`src/rtl/core/smms_pkg.sv`:
```
// Shared types and codes for the sample mean / extremes / deviation block.
// Used by smms_dp, smms_ctrl and the top module. No dependencies.
`default_nettype none
package smms_pkg;

  typedef struct packed {
    logic signed [31:0] sample;
    logic               last;
  } in_item_t;

  typedef struct packed {
    logic signed [31:0] mean_scaled;
    logic signed [31:0] max_scaled;
    logic signed [31:0] min_scaled;
    logic [30:0]        deviation_scaled;
    logic               saturated;
  } out_item_t;

  // selects what the shared divider works on and where its quotient goes
  typedef logic [2:0] div_src_t;
  localparam div_src_t SRC_MEAN  = 3'd0;
  localparam div_src_t SRC_VAR   = 3'd1;
  localparam div_src_t SRC_SMEAN = 3'd4;
  localparam div_src_t SRC_SMAX  = 3'd5;
  localparam div_src_t SRC_SMIN  = 3'd6;
  localparam div_src_t SRC_SDEV  = 3'd7;

  localparam logic [31:0] SCALE_RESET = 32'd65536;
  localparam logic [31:0] POS_LIMIT   = 32'h7FFF_FFFF;
  localparam logic [31:0] NEG_LIMIT   = 32'h8000_0000;

  typedef struct packed {
    logic     accept;
    logic     clr_set;
    logic     pass_clr;
    logic     div_start;
    logic     div_ld;
    div_src_t div_src;
    logic     rd_issue;
    logic     sq_abs;
    logic     sq_mul;
    logic     sq_acc;
    logic     sqrt_start;
    logic     dev_ld;
    logic     out_ld;
  } cmd_t;

  typedef struct packed {
    logic div_busy;
    logic div_done;
    logic sqrt_done;
    logic pass_last;
  } sts_t;

endpackage
`default_nettype wire

```
`src/rtl/core/smms_ctrl.sv`:
```
// Controller state machine sequencing load, mean, square pass, variance, root, scaling.
// Depends on smms_pkg.
`default_nettype none
module smms_ctrl (
  input  wire logic           clk_i,
  input  wire logic           rst_ni,
  input  wire logic           in_valid_i,
  input  wire logic           in_last_i,
  output      logic           in_stall_o,
  output      logic           out_valid_o,
  input  wire logic           out_stall_i,
  input  wire smms_pkg::sts_t sts_i,
  output      smms_pkg::cmd_t cmd_o
);
  import smms_pkg::*;

  localparam logic [3:0] S_LOAD  = 4'd0;
  localparam logic [3:0] S_MDIV  = 4'd1;
  localparam logic [3:0] S_MWAIT = 4'd2;
  localparam logic [3:0] S_RD    = 4'd3;
  localparam logic [3:0] S_ABS   = 4'd4;
  localparam logic [3:0] S_MUL   = 4'd5;
  localparam logic [3:0] S_ACC   = 4'd6;
  localparam logic [3:0] S_VDIV  = 4'd7;
  localparam logic [3:0] S_VWAIT = 4'd8;
  localparam logic [3:0] S_ROOT  = 4'd9;
  localparam logic [3:0] S_RWAIT = 4'd10;
  localparam logic [3:0] S_SDIV  = 4'd11;
  localparam logic [3:0] S_SWAIT = 4'd12;
  localparam logic [3:0] S_EMIT  = 4'd13;

  logic [3:0] state_q, state_d;
  logic [1:0] k_q, k_d;
  logic       oval_q, oval_d;
  logic       accept;

  assign in_stall_o = state_q != S_LOAD;
  assign accept     = in_valid_i && !in_stall_o;

  always_comb begin
    state_d = state_q;
    k_d     = k_q;
    oval_d  = oval_q && out_stall_i;
    cmd_o   = '0;
    cmd_o.accept  = accept;
    cmd_o.div_src = SRC_SMEAN + div_src_t'(k_q);
    case (state_q)
      S_LOAD: begin
        if (accept && in_last_i) begin
          state_d = S_MDIV;
        end
      end
      S_MDIV: begin
        cmd_o.div_src   = SRC_MEAN;
        cmd_o.div_start = 1'b1;
        cmd_o.pass_clr  = 1'b1;
        state_d         = S_MWAIT;
      end
      S_MWAIT: begin
        cmd_o.div_src = SRC_MEAN;
        if (sts_i.div_done) begin
          cmd_o.div_ld = 1'b1;
          state_d      = S_RD;
        end
      end
      S_RD: begin
        cmd_o.rd_issue = 1'b1;
        state_d        = S_ABS;
      end
      S_ABS: begin
        cmd_o.sq_abs = 1'b1;
        state_d      = S_MUL;
      end
      S_MUL: begin
        cmd_o.sq_mul = 1'b1;
        state_d      = S_ACC;
      end
      S_ACC: begin
        cmd_o.sq_acc = 1'b1;
        state_d      = sts_i.pass_last ? S_VDIV : S_RD;
      end
      S_VDIV: begin
        cmd_o.div_src   = SRC_VAR;
        cmd_o.div_start = 1'b1;
        state_d         = S_VWAIT;
      end
      S_VWAIT: begin
        cmd_o.div_src = SRC_VAR;
        if (sts_i.div_done) begin
          cmd_o.div_ld = 1'b1;
          state_d      = S_ROOT;
        end
      end
      S_ROOT: begin
        cmd_o.sqrt_start = 1'b1;
        state_d          = S_RWAIT;
      end
      S_RWAIT: begin
        if (sts_i.sqrt_done) begin
          cmd_o.dev_ld = 1'b1;
          k_d          = '0;
          state_d      = S_SDIV;
        end
      end
      S_SDIV: begin
        cmd_o.div_start = 1'b1;
        state_d         = S_SWAIT;
      end
      S_SWAIT: begin
        if (sts_i.div_done) begin
          cmd_o.div_ld = 1'b1;
          k_d          = k_q + 2'd1;
          state_d      = (k_q == 2'd3) ? S_EMIT : S_SDIV;
        end
      end
      S_EMIT: begin
        // previous result may still be waiting at the output
        if (!oval_q || !out_stall_i) begin
          cmd_o.out_ld  = 1'b1;
          cmd_o.clr_set = 1'b1;
          oval_d        = 1'b1;
          state_d       = S_LOAD;
        end
      end
      default: state_d = S_LOAD;
    endcase
  end

  always_ff @(posedge clk_i or negedge rst_ni) begin
    if (!rst_ni) begin
      state_q <= S_LOAD;
      k_q     <= '0;
      oval_q  <= 1'b0;
    end else begin
      state_q <= state_d;
      k_q     <= k_d;
      oval_q  <= oval_d;
    end
  end

  assign out_valid_o = oval_q;

  a_out_free: assert property (@(posedge clk_i) disable iff (!rst_ni)
      cmd_o.out_ld |-> (!oval_q || !out_stall_i))
    else $error("result register overwritten while held");
  a_ld_done: assert property (@(posedge clk_i) disable iff (!rst_ni)
      cmd_o.div_ld |-> sts_i.div_done)
    else $error("quotient taken before divider finished");
  a_stall_busy: assert property (@(posedge clk_i) disable iff (!rst_ni)
      sts_i.div_busy |-> in_stall_o)
    else $error("input open while divider busy");

endmodule
`default_nettype wire

```
`config.mk`:
```
export PLATFORM = sky130hd
export DESIGN_NAME = smms_ctrl
export DESIGN_NICKNAME = d
export VERILOG_FILES = /design/src/rtl/core/smms_pkg.sv /design/src/rtl/core/smms_ctrl.sv
export SDC_FILE = /design/constraint.sdc
export NUM_CORES = 1
export LEC_CHECK = 0
export ABC_AREA = 1
export BUFFER_PORTS_ARGS = -buffer_cell sky130_fd_sc_hd__buf_4
export CAP_MARGIN = 20
export CORE_MARGIN = 5
export CORE_UTILIZATION = 50
export CTS_CLUSTER_SIZE = 16
export DETAILED_ROUTE_END_ITERATION = 10
export GPL_TIMING_DRIVEN = 0
export PLACE_DENSITY = 0.9
export SYNTH_ARGS = -nofsm -noshare
export SYNTH_HDL_FRONTEND = slang
export SYNTH_SLANG_ARGS = --single-unit
```
`constraint.sdc`:
```
create_clock -name clk_i -period 2.2 [get_ports clk_i]
set_input_delay 0 -clock clk_i [delete_from_list [all_inputs] [get_ports clk_i]]
set_output_delay 0 -clock clk_i [all_outputs]
set_load 0.1 [all_outputs]
```
==> results.md <==
- Status: finished, final reports clean
- Average size of a mapped cell: 6.198 µm²
- Synth warn: 0
- Core Rows: 13
- Synth-to-Final Area Change: 41.13%
- Largest net degree at the start of global routing: 9
- Crit-path max cell delay: 0.42 ns
- I/O pin cnt: 26
- Post-CTS Setup Bufs: 0
- Final setup fails: 0
- Clock sink count: 7
- N_diodes: 0
- Vias in the first global route: 706
- Max-slew headroom: 0.7729
- Crit-path cells: inv_1, nor2_1, nand2_1, nand2_1, nor2_4, nand2_1, nand3_1, buf_4
- CP Max Fanout: 5
- Initial core utilization: 0.5161
- Mapped Nets: 117
- Final Slew Violations: 0
- CTS tree: done
- Clk Latency, worst-skew pair: 0.26 ns
- Fill cells: 124
- Die Ht: 46.42 µm
- Clock period minus worst slack: 1.764 ns
- Post-DRT Antenna Nets: 0
- Fmax: 566.8 MHz
- Required time worst endpoint: 2.20 ns
- Clock buffer depth: 2
- Drt pass-1 iters: 4
- Post-Route Skew: 0.005933 ns
- Core area: 1285 µm²
- Clock slew at reported path FFs: 0.05 ns
- Most frequent CP cell: nand2_1
- Buf/Inv on CP: 2
- Mapped Area: 663.1 µm²
- GRT Util Overall: 0.1804
- Setup TNS: 0 ns
- CTS buffer count: 3
- Distinct cell type count after synthesis: 20
- Setup crit end kind: output port
- # port buffers: 24
- Commonest non-fill, non-tap cell in the layout: nand2_1
- Final period util: 0.8020
- Reg2reg path depth: 6
- Die X: 46.42 µm
- Seq/Total Area, Yosys: 0.2642
- WP depth: 8
- Clock Tree Root: clkbuf_4
- RSZ-0062 raised after global routing: false
- Initial antenna violation count: 0
- Final Instance Area: 935.9 µm²
- Initial DRC count: 20
- Post-Syn Instances: 107
- WL final: 1708 µm
- Hold Path Class: in -> reg
- Placer Congestion: 0.8918
- Fin util: 0.7283
- DRC: 0
- Min Hold Slack: 0.06413 ns
- Worst r2r src: state_q[1]$_DFFE_PN0P_
- Final hold vios: 0
- Max H-tree Level: 1
- Grt total ovfl: 0
- Synth Register Bits: 7
- First-pass GRT wire length: 2822 µm
- Slew @ Worst Pin: 0.3395 ns
- Critical setup path kind: reg -> out
- Worst Setup EP: cmd_o[7]
- Critical path origin: state_q[0]$_DFFE_PN0P_
- Layout cells sized above 1: 0.3650
- Slowest CP cell: dfrtp_1
- HPWL Detailed: 1446 µm
- Die area: 2155 µm²
- RR Endpoint: state_q[1]$_DFFE_PN0P_
- Critical Path Start Type: flop
- Via density: 4.974
- Final nets: 148
- CP top delay family: simple AND/OR/NAND/NOR gates
- Area after DPL: 889.6 µm²
- Critical path arrival: 1.76 ns
- Commonest cells after routing, fill and taps aside: 30 x nand2_1, 27 x buf_4, 17 x inv_1
- DR WL/cell: 11.24 µm
- FF-to-FF setup slack: 0.82 ns
- Via Count: 756
- MaxCap Viol Count: 0
## tightest hold or removal path, stage by stage
cell and delay [ns]:
buf_4 0.09, o21ai_0 0.07, inv_1 0.06, nand2_1 0.06
## what timing repair did
item,in CTS,in global routing
endpoints found under the hold margin,8,0
gates resized for setup,0,0
hold buffers,2,0
## layer usage
metal / vias to the layer above / part of all wire / track usage
met5: - / 0 / 0
met4: 0 / 0.0059 / 0.03409
met2: 19 / 0.53 / 0.3077
met1: 349 / 0.41 / 0.2133
li1: 386 / - / -
met3: 2 / 0.056 / 0.07031
## metrics by stage
stage | setup slack (ns) | cells
6_report | 0.4356 | 152
5_1_grt | 0.3326 | 152
4_1_cts | 0.4371 | 152
3_5_place_dp | 0.7219 | 146
3_3_place_gp | 0.7482 | 146
2_1_floorplan | 0.01348 | 107
## cells in the mapped netlist
library cell | instances | area [µm²]
nand3_1 | 12 | 60.06
a21oi_2 | 1 | 8.760
nor3b_1 | 1 | 7.510
nor2_2 | 1 | 6.260
o21ai_0 | 6 | 30.03
inv_2 | 3 | 11.26
nand2_1 | 30 | 112.6
nand2_2 | 4 | 25.02
inv_1 | 17 | 63.81
nor3_1 | 1 | 5.000
nand3_2 | 1 | 10.01
nand4_1 | 1 | 6.260
ha_1 | 1 | 12.51
nand2_4 | 2 | 22.52
nor2_1 | 12 | 45.04
nor2_4 | 2 | 22.52
dfrtp_1 | 7 | 175.2
o21ai_2 | 1 | 8.760
buf_4 | 3 | 22.52
o211ai_1 | 1 | 7.510
## registers in the layout, summed over array words and instances (netlist names)
| register | cells |
|---|---|
| out_valid_o | 1 |
| state_q | 4 |
| k_q | 2 |
## logic make-up after synthesis
kind of cell	after synthesis	synth area share
flip-flops	7	0.2642
AND/OR/NAND/NOR	67	0.4868
adder cells (fa/ha/maj)	1	0.01886
AO/OA/AOI/OAI	9	0.08303
buffers and inverters	23	0.1472
## cell type report
| class | count | area, µm² | area share |
|---|---|---|---|
| Multi-Input combinational cell | 77 | 417.9 | 0.4465 |
| Timing Repair Buffer | 26 | 200.2 | 0.2139 |
| Sequential cell | 7 | 175.2 | 0.1872 |
| Inverter | 20 | 75.07 | 0.08021 |
| Tap cell | 15 | 18.77 | 0.02005 |
| Buffer | 3 | 22.52 | 0.02406 |
| Clock buffer | 4 | 26.28 | 0.02807 |
## worst min path at each step
| stage | cells after the start | start | slack (ns) | endpoint |
|---|---|---|---|---|
| floorplan | 0 | rst_ni | -0.30 | k_q[0]$_DFFE_PN0P_ |
| finish | 4 | sts_i[2] | 0.06 | state_q[1]$_DFFE_PN0P_ |
| global placement | 1 | rst_ni | -0.19 | state_q[2]$_DFFE_PN0P_ |
| CTS | 4 | sts_i[2] | 0.06 | state_q[1]$_DFFE_PN0P_ |
| detailed placement | 1 | rst_ni | -0.18 | state_q[2]$_DFFE_PN0P_ |
| global route | 4 | sts_i[2] | 0.11 | state_q[1]$_DFFE_PN0P_ |
Power is left out: the tool's default activity adds up to more than one toggle a clock period on the data nets, which glitch-free logic cannot reach.
